File: src/rtl/igst_pkg.sv
// Shared types and constants for the IGMP snooping group table.
// Used by igst_cell and by the top level; depends on nothing else.
package igst_pkg;

    localparam int MacW = 48;
    localparam int PortW = 4;
    localparam int TimeW = 32;
    localparam int CodeW = 3;
    localparam int MaxFwd = 17;
    localparam int CntW = 5;

    localparam logic [MacW-1:0] UpnpMac = 48'h01005E7FFFFA;
    localparam logic [MacW-1:0] BcastMac = 48'hFFFFFFFFFFFF;
    localparam logic [23:0] McastOui = 24'h01005E;

    typedef enum logic [2:0] {
        OP_JOIN   = 3'd0,
        OP_V3     = 3'd1,
        OP_LEAVE  = 3'd2,
        OP_LOOKUP = 3'd3,
        OP_TICK   = 3'd4,
        OP_DROP   = 3'd5,
        OP_CLEAR  = 3'd6,
        OP_NONE   = 3'd7
    } op_t;

    typedef enum logic [2:0] {
        CL_JOIN, CL_DEL, CL_LEAVE, CL_LOOKUP, CL_TICK, CL_DROP, CL_CLEAR
    } cls_t;

    localparam logic [2:0] RtIsInclude = 3'd1;
    localparam logic [2:0] RtIsExclude = 3'd2;
    localparam logic [2:0] RtToInclude = 3'd3;
    localparam logic [2:0] RtToExclude = 3'd4;
    localparam logic [2:0] RtAllow = 3'd5;
    localparam logic [2:0] RtBlock = 3'd6;

    localparam logic [1:0] KindFwd = 2'd0;
    localparam logic [1:0] KindFlood = 2'd1;
    localparam logic [1:0] KindFinal = 2'd2;

    localparam logic [CodeW-1:0] CodeNone = 3'd0;
    localparam logic [CodeW-1:0] CodeAdded = 3'd1;
    localparam logic [CodeW-1:0] CodeRefresh = 3'd2;
    localparam logic [CodeW-1:0] CodeFull = 3'd3;
    localparam logic [CodeW-1:0] CodeDeleted = 3'd4;
    localparam logic [CodeW-1:0] CodeNotFound = 3'd5;

    // Event token that walks down the row of cells, one cell per cycle while the output does not stall.
    typedef struct packed {
        logic             act;
        cls_t             cls;
        logic             alloc;
        logic [PortW-1:0] port;
        logic [MacW-1:0]  grp;
        logic [MacW-1:0]  host;
        logic [TimeW-1:0] exp;
        logic             hit;
        logic             done;
        logic             any;
        logic [CntW-1:0]  cnt;
    } tok_t;

endpackage

File: src/rtl/igst_cell.sv
// One table slot of the IGMP snooping group table plus its token stage.
// Depends on igst_pkg.
module igst_cell (
    input  logic                          aclk,
    input  logic                          aresetn,
    input  logic                          adv,
    input  logic [igst_pkg::TimeW-1:0]    tick_now,
    input  igst_pkg::tok_t                tok_i,
    output igst_pkg::tok_t                tok_o,
    output logic                          emit,
    output logic [igst_pkg::PortW-1:0]    emit_port
);
    import igst_pkg::*;

    logic             v_reg, v_next;
    logic [MacW-1:0]  g_reg, h_reg;
    logic [PortW-1:0] p_reg;
    logic [TimeW-1:0] e_reg;
    logic [TimeW-1:0] diff;
    tok_t             tok_reg, tok_next;
    logic             wr_all, wr_exp, m_grp, m_full;

    assign m_grp  = v_reg && (g_reg == tok_i.grp);
    assign m_full = m_grp && (h_reg == tok_i.host) && (p_reg == tok_i.port);
    assign diff   = tick_now - e_reg;

    always_comb begin
        tok_next  = tok_i;
        v_next    = v_reg;
        wr_all    = 1'b0;
        wr_exp    = 1'b0;
        emit      = 1'b0;
        emit_port = p_reg;
        if (tok_i.act) begin
            case (tok_i.cls)
                CL_JOIN: begin
                    if (!tok_i.alloc && m_full) begin
                        wr_exp       = 1'b1;
                        tok_next.hit = 1'b1;
                    end else if (tok_i.alloc && !v_reg && !tok_i.done) begin
                        wr_all        = 1'b1;
                        wr_exp        = 1'b1;
                        v_next        = 1'b1;
                        tok_next.done = 1'b1;
                    end
                end
                CL_DEL, CL_LEAVE: begin
                    // Only the lowest full match goes; other slots of the group survive.
                    if (m_full && !tok_i.done) begin
                        v_next        = 1'b0;
                        tok_next.done = 1'b1;
                    end else if (m_grp) begin
                        tok_next.any = 1'b1;
                    end
                end
                CL_LOOKUP: begin
                    if (m_grp) begin
                        tok_next.any = 1'b1;
                        if (tok_i.cnt < CntW'(MaxFwd)) begin
                            emit         = 1'b1;
                            tok_next.cnt = tok_i.cnt + 1'b1;
                        end
                    end
                end
                CL_TICK: begin
                    if (v_reg && diff != '0 && !diff[TimeW-1]) begin
                        v_next       = 1'b0;
                        tok_next.hit = 1'b1;
                    end
                end
                CL_DROP: begin
                    if (m_grp && p_reg == tok_i.port) begin
                        v_next       = 1'b0;
                        tok_next.hit = 1'b1;
                    end
                end
                CL_CLEAR: v_next = 1'b0;
                default: v_next = v_reg;
            endcase
        end
    end

    always_ff @(posedge aclk) begin
        if (!aresetn) begin
            v_reg   <= 1'b0;
            tok_reg <= '0;
        end else if (adv) begin
            v_reg   <= v_next;
            tok_reg <= tok_next;
        end
    end

    always_ff @(posedge aclk) begin
        if (adv && wr_all) begin
            g_reg <= tok_i.grp;
            h_reg <= tok_i.host;
            p_reg <= tok_i.port;
        end
        if (adv && wr_exp) begin
            e_reg <= tok_i.exp;
        end
    end

    assign tok_o = tok_reg;

endmodule

File: config.mk
export PLATFORM = sky130hd
export DESIGN_NAME = igst_cell
export DESIGN_NICKNAME = d
export VERILOG_FILES = /design/src/rtl/igst_pkg.sv /design/src/rtl/igst_cell.sv
export SDC_FILE = /design/constraint.sdc
export NUM_CORES = 1
export LEC_CHECK = 0
export CORE_AREA = 5 5 157 159
export CTS_CLUSTER_DIAMETER = 150
export DETAILED_ROUTE_END_ITERATION = 16
export DIE_AREA = 0 0 162 164
export DONT_BUFFER_PORTS = 1
export PLACE_DENSITY = 0.71
export RECOVER_POWER = 100
export SLEW_MARGIN = 30
export SYNTH_ARGS = -nofsm -noshare
export SYNTH_HDL_FRONTEND = slang
export SYNTH_SLANG_ARGS = --single-unit
File: constraint.sdc
create_clock -name aclk -period 6.2 [get_ports aclk]
set_input_delay 0 -clock aclk [delete_from_list [all_inputs] [get_ports aclk]]
set_output_delay 0 -clock aclk [all_outputs]
set_load 0.01 [all_outputs]
==> qor.csv, run 1 <==
stage,metric,value,unit
outcome,violations,"capacitance limit, slew limit",
clock_network,path_clk_slew,0.06,ns
die,core_area,23100,um^2
synthesis,synth_seq_cells,278,
min_path,hold_path_class,in -> reg,
clock_network,cts_buffers,28,
sta,tightest_slew,2.86,ns
power,finalPower,4.36,mW
setup_path,arrival,4.90,ns
final_layout,final_area,15400,um^2
outcome,outcome,"finished, violations left",
synthesis,syn_area,12600,um^2
die,initial_core_util,54.6,%
die,dieArea,26600,um^2
synthesis,synthTopCellsByArea,"edfxtp_1 (31%), dfxtp_1 (23%), mux2i_1 (11%)",
routing,drc_errors,0,
synthesis,avgSynthCellArea,11.3,um^2
sta,relSlewSlack,-90.6,%
clock_network,clk_path_buf_depth,3,
routing,wl,34700,um
synthesis,yosysTopAreaCellShare,31.4,%
routing,drt-pass1-iter-count,7,
setup_path,reg2reg_depth,8,
clock_network,htree_levels,1,
setup_path,start_kind,primary input,
min_path,hold_depth,4,
grt,grt_overflow,0,
final_layout,largest_register_ffs,145,
grt,grt_max_degree,156,
routing,postRouteAntennaNets,0,
synthesis,yosysTopAreaCell,edfxtp_1,
placement,place_area,12900,um^2
synthesis,synth_edf_count,132,
sta,fmax,228,MHz
placement,dp_hpwl,22300,um
clock_network,cts-resized-gates,0,
run,maxCapViolCount,5,
routing,routed_via_density,5.83,
placement,place_congestion,0.934,
die,dieWidth,162,um
synthesis,synth_ff_type,dfxtp_1,
synthesis,yosysWarnings,0,
sta,layout_min_cycle_time,4.38,ns
power,p_leak,6.08,nW
grt,grt_pass1_wl,52600,um
sta,worst_slack,1.82,ns
final_layout,drive_gt1_share,5.87,%
sta,slew_violations,263,
sta,setup_tns,0,ns
synthesis,syn_nets,1327,
die,ioPinCount,330,
power,cellPowerDensity,282,nW/um^2
die,die_h,164,um
clock_network,clock-sinks,278,
final_layout,nets,1469,
final_layout,areaGrowthSynthToFinish,22.4,%
clock_network,clk_latency,0.58,ns
synthesis,synthArstFlopShare,0,%
placement,place_ws,2.79,ns
sta,rsz0062_at_grt,no,
placement,numPortBuffers,0,
sta,hold_violations,0,
die,num_rows,56,
sta,finClkSkew,0.0496,ns
power,ir_drop,0.000347,V
grt,antenna_found_initial,1,
final_layout,final_core_util,66.8,%
routing,vias,9153,
sta,timing.final.crit_share,70.6,%
synthesis,ys_types,75,
sta,setup_viol,0,
setup_path,critical_path_class,in -> reg,
setup_path,critPathCaptureType,flip-flop,
clock_network,root_buffer,clkbuf_16,
setup_path,cp_max_fo,91,
grt,grt_pass1_vias,9472,
setup_path,worstPathRequired,6.72,ns
clock_network,tritoncts,done,
routing,drt_iter0_drc,579,
routing,avgRoutedWirePerCell,22.1,um
synthesis,seq_area_frac_synth,54.6,%
synthesis,synth_cells,1114,
grt,grtUsageTotal,25.1,%
routing by layer:
| metal | track usage, % | vias to the layer above | routed length, um |
|---|---|---|---|
| met5 | 0 | - | 0 |
| met4 | 9.03 | 0 | 1270 |
| met3 | 8.01 | 96 | 3150 |
| met2 | 44.7 | 413 | 17800 |
| met1 | 28.3 | 4323 | 12600 |
| li1 | - | 4321 | - |
cell usage in the layout (no fill, tap or decap), drive strengths merged, types with 8 or more instances in the layout:
cell type | Yosys | layout
nand3 | 15 | 15
a21oi | 42 | 42
xor2 | 54 | 54
mux2i | 140 | 140
ha | 32 | 32
or3 | 11 | 11
xnor2 | 59 | 59
nor3 | 13 | 13
o211ai | 14 | 14
edfxtp | 132 | 132
dfxtp | 146 | 146
a21o | 13 | 13
nand4 | 25 | 25
inv | 45 | 48
o21a | 12 | 12
nor4 | 20 | 20
clkbuf | 31 | 38
o21ai | 17 | 17
nand2 | 29 | 29
clkinv | 0 | 8
dlygate4sd3 | 0 | 150
nor2 | 162 | 162
power breakdown:
part | total, mW | switching, mW | internal (mW)
registers | 2.05 | 0.0738 | 1.98
logic | 0.403 | 0.205 | 0.198
clock network | 1.90 | 0.767 | 1.13
total | 4.36 | 1.05 | 3.31
worst paths after layout:
check	from	to	slack, ns
hold reg to reg	tok_o[2]$_SDFFE_PN0P_	tok_o[2]$_SDFFE_PN0P_	0.54
setup reg to reg	g_reg[42]$_DFFE_PP_	e_reg[15]$_DFFE_PP_	2.07
hold / removal	tick_now[30]	tok_o[7]$_SDFFE_PN0P_	0.04
setup / recovery	aresetn	tok_o[1]$_SDFFE_PN0P_	1.82
Yosys cell counts, types with 3 or more instances:
| master | instances |
|---|---|
| nor2_1 | 162 |
| dfxtp_1 | 146 |
| mux2i_1 | 140 |
| edfxtp_1 | 132 |
| xnor2_1 | 59 |
| xor2_1 | 54 |
| inv_1 | 43 |
| a21oi_1 | 39 |
| ha_1 | 32 |
| clkbuf_1 | 31 |
| nand2_1 | 29 |
| nand4_1 | 25 |
| nor4_1 | 20 |
| o21ai_0 | 16 |
| nand3_1 | 14 |
| nor3_1 | 13 |
| o211ai_1 | 13 |
| a21o_1 | 12 |
| o21a_1 | 12 |
| or3_1 | 11 |
| buf_1 | 7 |
| and3_1 | 6 |
| nand2b_1 | 6 |
| a211oi_1 | 5 |
| and4_1 | 5 |
| nor4b_1 | 5 |
| and2_1 | 4 |
| o2111ai_1 | 4 |
| o31ai_1 | 4 |
| a21oi_2 | 3 |
| a221oi_1 | 3 |
| a31oi_1 | 3 |
| nor2b_1 | 3 |
| o221ai_1 | 3 |
| or2_2 | 3 |
kinds of logic (layout without fill, tap and decap cells):
family | Yosys count | after routing | share of synthesized area [%]
simple gates | 316 | 316 | 12.0
flops | 278 | 278 | 54.6
compound gates | 145 | 145 | 8.24
mux | 140 | 140 | 11.1
xor+xnor | 113 | 113 | 7.84
buf+inv | 88 | 252 | 2.79
fa+ha+maj | 34 | 34 | 3.41
other cells | 0 | 1 | 0
worst max-delay path, stage by stage:
cell,delay [ns]
dlygate4sd3_1,0.74
clkinvlp_2,1.58
clkbuf_2,1.37
a211oi_1,0.54
dlygate4sd3_1,0.60
per-stage QoR:
step	hold WS (ns)	instances
after floorplan	0.0989	1114
after detailed placement	0.0990	1365
final	0.0363	1569
after global placement	0.0990	1364
after global routing	0.0657	1569
after CTS	0.0172	1568
final cells by class:
cell class | instances | area (um^2)
Timing Repair Buffer | 155 | 1570
Multi-Input combinational cell | 748 | 5390
Clock inverter | 17 | 233
Clock buffer | 35 | 832
Inverter | 45 | 170
Antenna cell | 1 | 2.50
Fill cell | 1683 | 7680
Tap cell | 290 | 363
Sequential cell | 278 | 6890
repair_timing:
action | CTS | global route
hold buffers | 151 | 0
buffers inserted | 0 | 0
endpoints found under the hold margin | 292 | 0
Power figures use the tool's default switching activity.
==> run 2: changes to the inputs <==
--- a/config.mk
+++ b/config.mk
@@ -5,12 +5,13 @@
 export SDC_FILE = /design/constraint.sdc
 export NUM_CORES = 1
 export LEC_CHECK = 0
-export CORE_AREA = 5 5 157 159
+export ABC_AREA = 1
+export CORE_AREA = 5 5 162 164
 export CTS_CLUSTER_DIAMETER = 150
 export DETAILED_ROUTE_END_ITERATION = 16
-export DIE_AREA = 0 0 162 164
+export DIE_AREA = 0 0 167 169
 export DONT_BUFFER_PORTS = 1
-export PLACE_DENSITY = 0.71
+export PLACE_DENSITY = 0.74
 export RECOVER_POWER = 100
 export SLEW_MARGIN = 30
 export SYNTH_ARGS = -nofsm -noshare
==> constraint.sdc (replaced) <==
create_clock -name aclk -period 3.7 [get_ports aclk]
set_input_delay 0 -clock aclk [delete_from_list [all_inputs] [get_ports aclk]]
set_output_delay 0 -clock aclk [all_outputs]
set_load 0.01 [all_outputs]
==> run 2 against run 1 <==
Against the previous run:
- the flow still finishes with violations (capacitance limit, slew limit)
- non-clock buffer count up 8
- combinational power up 85%
- register-to-register slack worse by 1.8 ns
- utilization down 0.86 points
- synthesized cell count up 52%
- routed wire length up 19%
- via count up 34%
- clock skew down 0.036 ns
==> qor.csv, run 2 <==
stage,metric,value,unit,change
grt,grt_pass1_vias,12323,,+30%
placement,numPortBuffers,0,,unchanged
synthesis,synth_seq_cells,278,,unchanged
power,finalPower,6.90,mW,+58%
routing,routed_via_density,5.59,,-4.2%
grt,antenna_found_initial,1,,unchanged
die,die_h,169,um,+3.0%
synthesis,ys_types,43,,-43%
final_layout,drive_gt1_share,4.56,%,-1.3 points
sta,setup_tns,0,ns,unchanged
routing,vias,12252,,+34%
routing,drt-pass1-iter-count,5,,-2
grt,use_met1,32.2,%,+3.9 points
setup_path,cp_max_fo,6,,-93%
grt,busiest_layer,met2,,
placement,place_area,13900,um^2,+7.7%
power,swShare,25.6,%,+1.7 points
grt,grtUsageTotal,28.1,%,+3.0 points
routing,avgRoutedWirePerCell,18.8,um,-15%
synthesis,synth_most_common_cell,nor2_1,,
grt,met2_usage,49.7,%,+5.0 points
clock_network,clock-sinks,278,,unchanged
setup_path,worstPathRequired,4.14,ns,-2.58 ns
clock_network,cts_buffers,27,,-3.6%
clock_network,cts_setup_buffers,0,,unchanged
synthesis,yosysTopAreaCell,edfxtp_1,,
setup_path,critical_path_class,reg -> reg,,
clock_network,htree_levels,1,,unchanged
sta,layout_min_cycle_time,3.44,ns,
synthesis,yosysWarnings,0,,unchanged
sta,relSlewSlack,-53.4,%,+37 points
synthesis,synth_cells,1697,,+52%
setup_path,cp_slowest_cell,dlygate4sd3_1,,
final_layout,areaGrowthSynthToFinish,20.4,%,
setup_path,crit_buf_inv,3,,-1
sta,setup_viol,0,,unchanged
setup_path,critPathCaptureType,flip-flop,,
routing,drc_errors,0,,unchanged
outcome,outcome,"finished, violations left",,
die,dieArea,28200,um^2,+6.2%
clock_network,clk_path_buf_depth,3,,unchanged
synthesis,yosysTopAreaCellShare,29.3,%,-2.2 points
routing,drt_iter0_drc,901,,+56%
routing,postRouteAntennaNets,0,,unchanged
min_path,hold_path_class,in -> reg,,
sta,finClkSkew,0.0138,ns,-0.0358 ns
die,core_area,24700,um^2,+7.0%
power,clkPwrFrac,38.7,%,-4.9 points
die,initial_core_util,54.7,%,+0.18 points
final_layout,nets,2056,,+40%
grt,met3_usage,7.64,%,-0.37 points
clock_network,path_clk_slew,0.07,ns,about the same
clock_network,tritoncts,done,,
die,ioPinCount,330,,unchanged
sta,tightest_slew,2.30,ns,-0.559 ns
power,p_seq_share,50.5,%,+3.4 points
placement,place_congestion,0.938,,+0.35%
clock_network,root_buffer,clkbuf_16,,
synthesis,ys_top_cells_by_count,"nor2_1 (343), nand2_1 (302), inv_1 (222)",,
final_layout,final_common_cell,nor2_1,,
power,power_switching,1.77,mW,+69%
synthesis,synth_edf_count,132,,unchanged
power,p_int,5.13,mW,+55%
die,num_rows,58,,+3.6%
placement,dp_hpwl,27200,um,+22%
final_layout,final_core_util,65.9,%,-0.86 points
sta,hold_violations,0,,unchanged
power,ir_drop,0.000481,V,+38%
final_layout,multiInputGateArea,5650,um^2,+4.9%
power,p_comb_share,10.8,%,+1.6 points
run,maxCapViolCount,2,,-3
final_layout,fill_cells,1933,,+15%
power,cellPowerDensity,423,nW/um^2,+50%
synthesis,synthTopCellsByArea,"edfxtp_1 (29%), dfxtp_1 (22%), nor2_1 (9.5%)",,
sta,slew_violations,117,,-56%
grt,grt_max_degree,176,,+13%
synthesis,synth_ff_type,dfxtp_1,,
synthesis,avgSynthCellArea,7.98,um^2,-30%
grt,grt_pass1_wl,64600,um,+23%
setup_path,arrival,3.88,ns,-1.02 ns
die,dieWidth,167,um,+3.1%
final_layout,most-common-layout-cells,"nor2_1 (343), nand2_1 (303), inv_1 (223), dlygate4sd3_1 (158), o21ai_0 (155)",,
synthesis,syn_area,13500,um^2,+7.4%
grt,grt_overflow,0,,unchanged
final_layout,final_area,16300,um^2,+5.6%
sta,rsz0062_at_grt,no,,
final_layout,largest_register_ffs,145,,unchanged
outcome,violations,"capacitance limit, slew limit",,
power,p_leak,7.16,nW,+18%
sta,timing.final.crit_share,93.0,%,
synthesis,seq_area_frac_synth,50.8,%,-3.7 points
final_layout,regArea,6890,um^2,unchanged
setup_path,crit_chain,nand2_1 -> nand4_1 -> nor4b_1 -> nand3_1 -> nor2_1 -> nand4_4 -> nor2_4 -> nand3_1 -> nand2_1 -> dlygate4sd3_1 -> nand3_1 -> dlygate4sd3_1 -> nand2_1 -> inv_1,,
synthesis,syn_nets,1910,,+44%
setup_path,cpLargestDelayFamily,simple AND/OR/NAND/NOR gates,,
routing,wl,41300,um,+19%
setup_path,start_kind,flip-flop,,
sta,fmax,291,MHz,
clock_network,clk_latency,0.54,ns,-0.04 ns
synthesis,synthArstFlopShare,0,%,unchanged
setup_path,critPathMaxStageDelay,0.59,ns,-0.99 ns
-- run 2: changes by cell type after synthesis, moves of 14 or more --
cell | before | now
a21oi_1 | 39 | 68
xor2_1 | 54 | 31
or2_2 | 3 | 17
nand2_1 | 29 | 302
nand3_1 | 14 | 49
xnor2_1 | 59 | 33
o21ai_0 | 16 | 154
mux2i_1 | 140 | 0
inv_1 | 43 | 222
nor2_1 | 162 | 343
-- run 2: worst paths after layout --
check                                           start                    end  slack (ns)  cells past startpoint
worst max-delay path              g_reg[39]$_DFFE_PP_  tok_o[3]$_SDFFE_PN0P_        0.26                     14
worst min-delay path                       tok_i[144]  tok_o[4]$_SDFFE_PN0P_        0.04                      6
worst max register to register    g_reg[39]$_DFFE_PP_  tok_o[3]$_SDFFE_PN0P_        0.26                     14
worst min register to register  tok_o[1]$_SDFFE_PN0P_  tok_o[1]$_SDFFE_PN0P_        0.55                      2
-- run 2: worst min-delay path, stage by stage --
cell,delay [ns]
inv_1,0.08
nor2_1,0.09
nand4_4,0.15
a21oi_1,0.07
o21ai_0,0.07
a21oi_1,0.06
-- run 2: final cells by class --
type / count / area share [%]
flip-flops and latches: 278 / 42.2
multi-input cells: 1148 / 34.6
repair buffers: 163 / 10.3
inverters: 225 / 5.18
clock buffers: 36 / 4.53
well taps: 330 / 2.53
clock inverters: 12 / 0.598
diodes: 1 / 0.0153
-- run 2: cells by family after synthesis --
family | count (synthesis) | synth area share, %
and+or+nand+nor | 806 | 25.0
DFF | 278 | 50.8
xor gates and xnor gates | 64 | 4.14
buffers and inverters | 271 | 7.51
adders and majority gates | 33 | 3.10
AOI/OAI and AO/OA | 245 | 9.44
-- run 2: repair_timing --
| item | 4_1_cts | 5_1_grt |
|---|---|---|
| resized for setup | 0 | 2 |
| endpoints found under the hold margin | 278 | 0 |
| hold buffers | 160 | 0 |
| endpoints found under the setup margin | 0 | 1 |
-- run 2: layer usage --
| layer | share of wire (%) | vias to the layer above | wire, um |
|---|---|---|---|
| li1 | - | 5780 | - |
| met2 | 50 | 582 | 20700 |
| met5 | 0 | - | 0 |
| met1 | 37 | 5746 | 15100 |
| met4 | 4.6 | 0 | 1910 |
| met3 | 8.9 | 144 | 3670 |
-- run 2: through the flow --
step,hold WS [ns],instances,worst slack (ns)
floorplan,0.0989,1697,0.102
global placement,0.0990,1984,1.01
detailed placement,0.0990,1984,0.978
CTS,0.00766,2192,0.323
global route,0.0850,2193,0.0864
finish,0.0445,2193,0.259
-- run 2: power by group through the flow --
stage	clock network, mW	logic (mW)	registers, mW
final	2.67	0.747	3.48
after global routing	2.85	0.836	3.49
after CTS	2.68	0.727	3.48
after detailed placement	0	0.504	3.54
after global placement	0	0.488	3.54
after floorplan	0	0.435	3.51
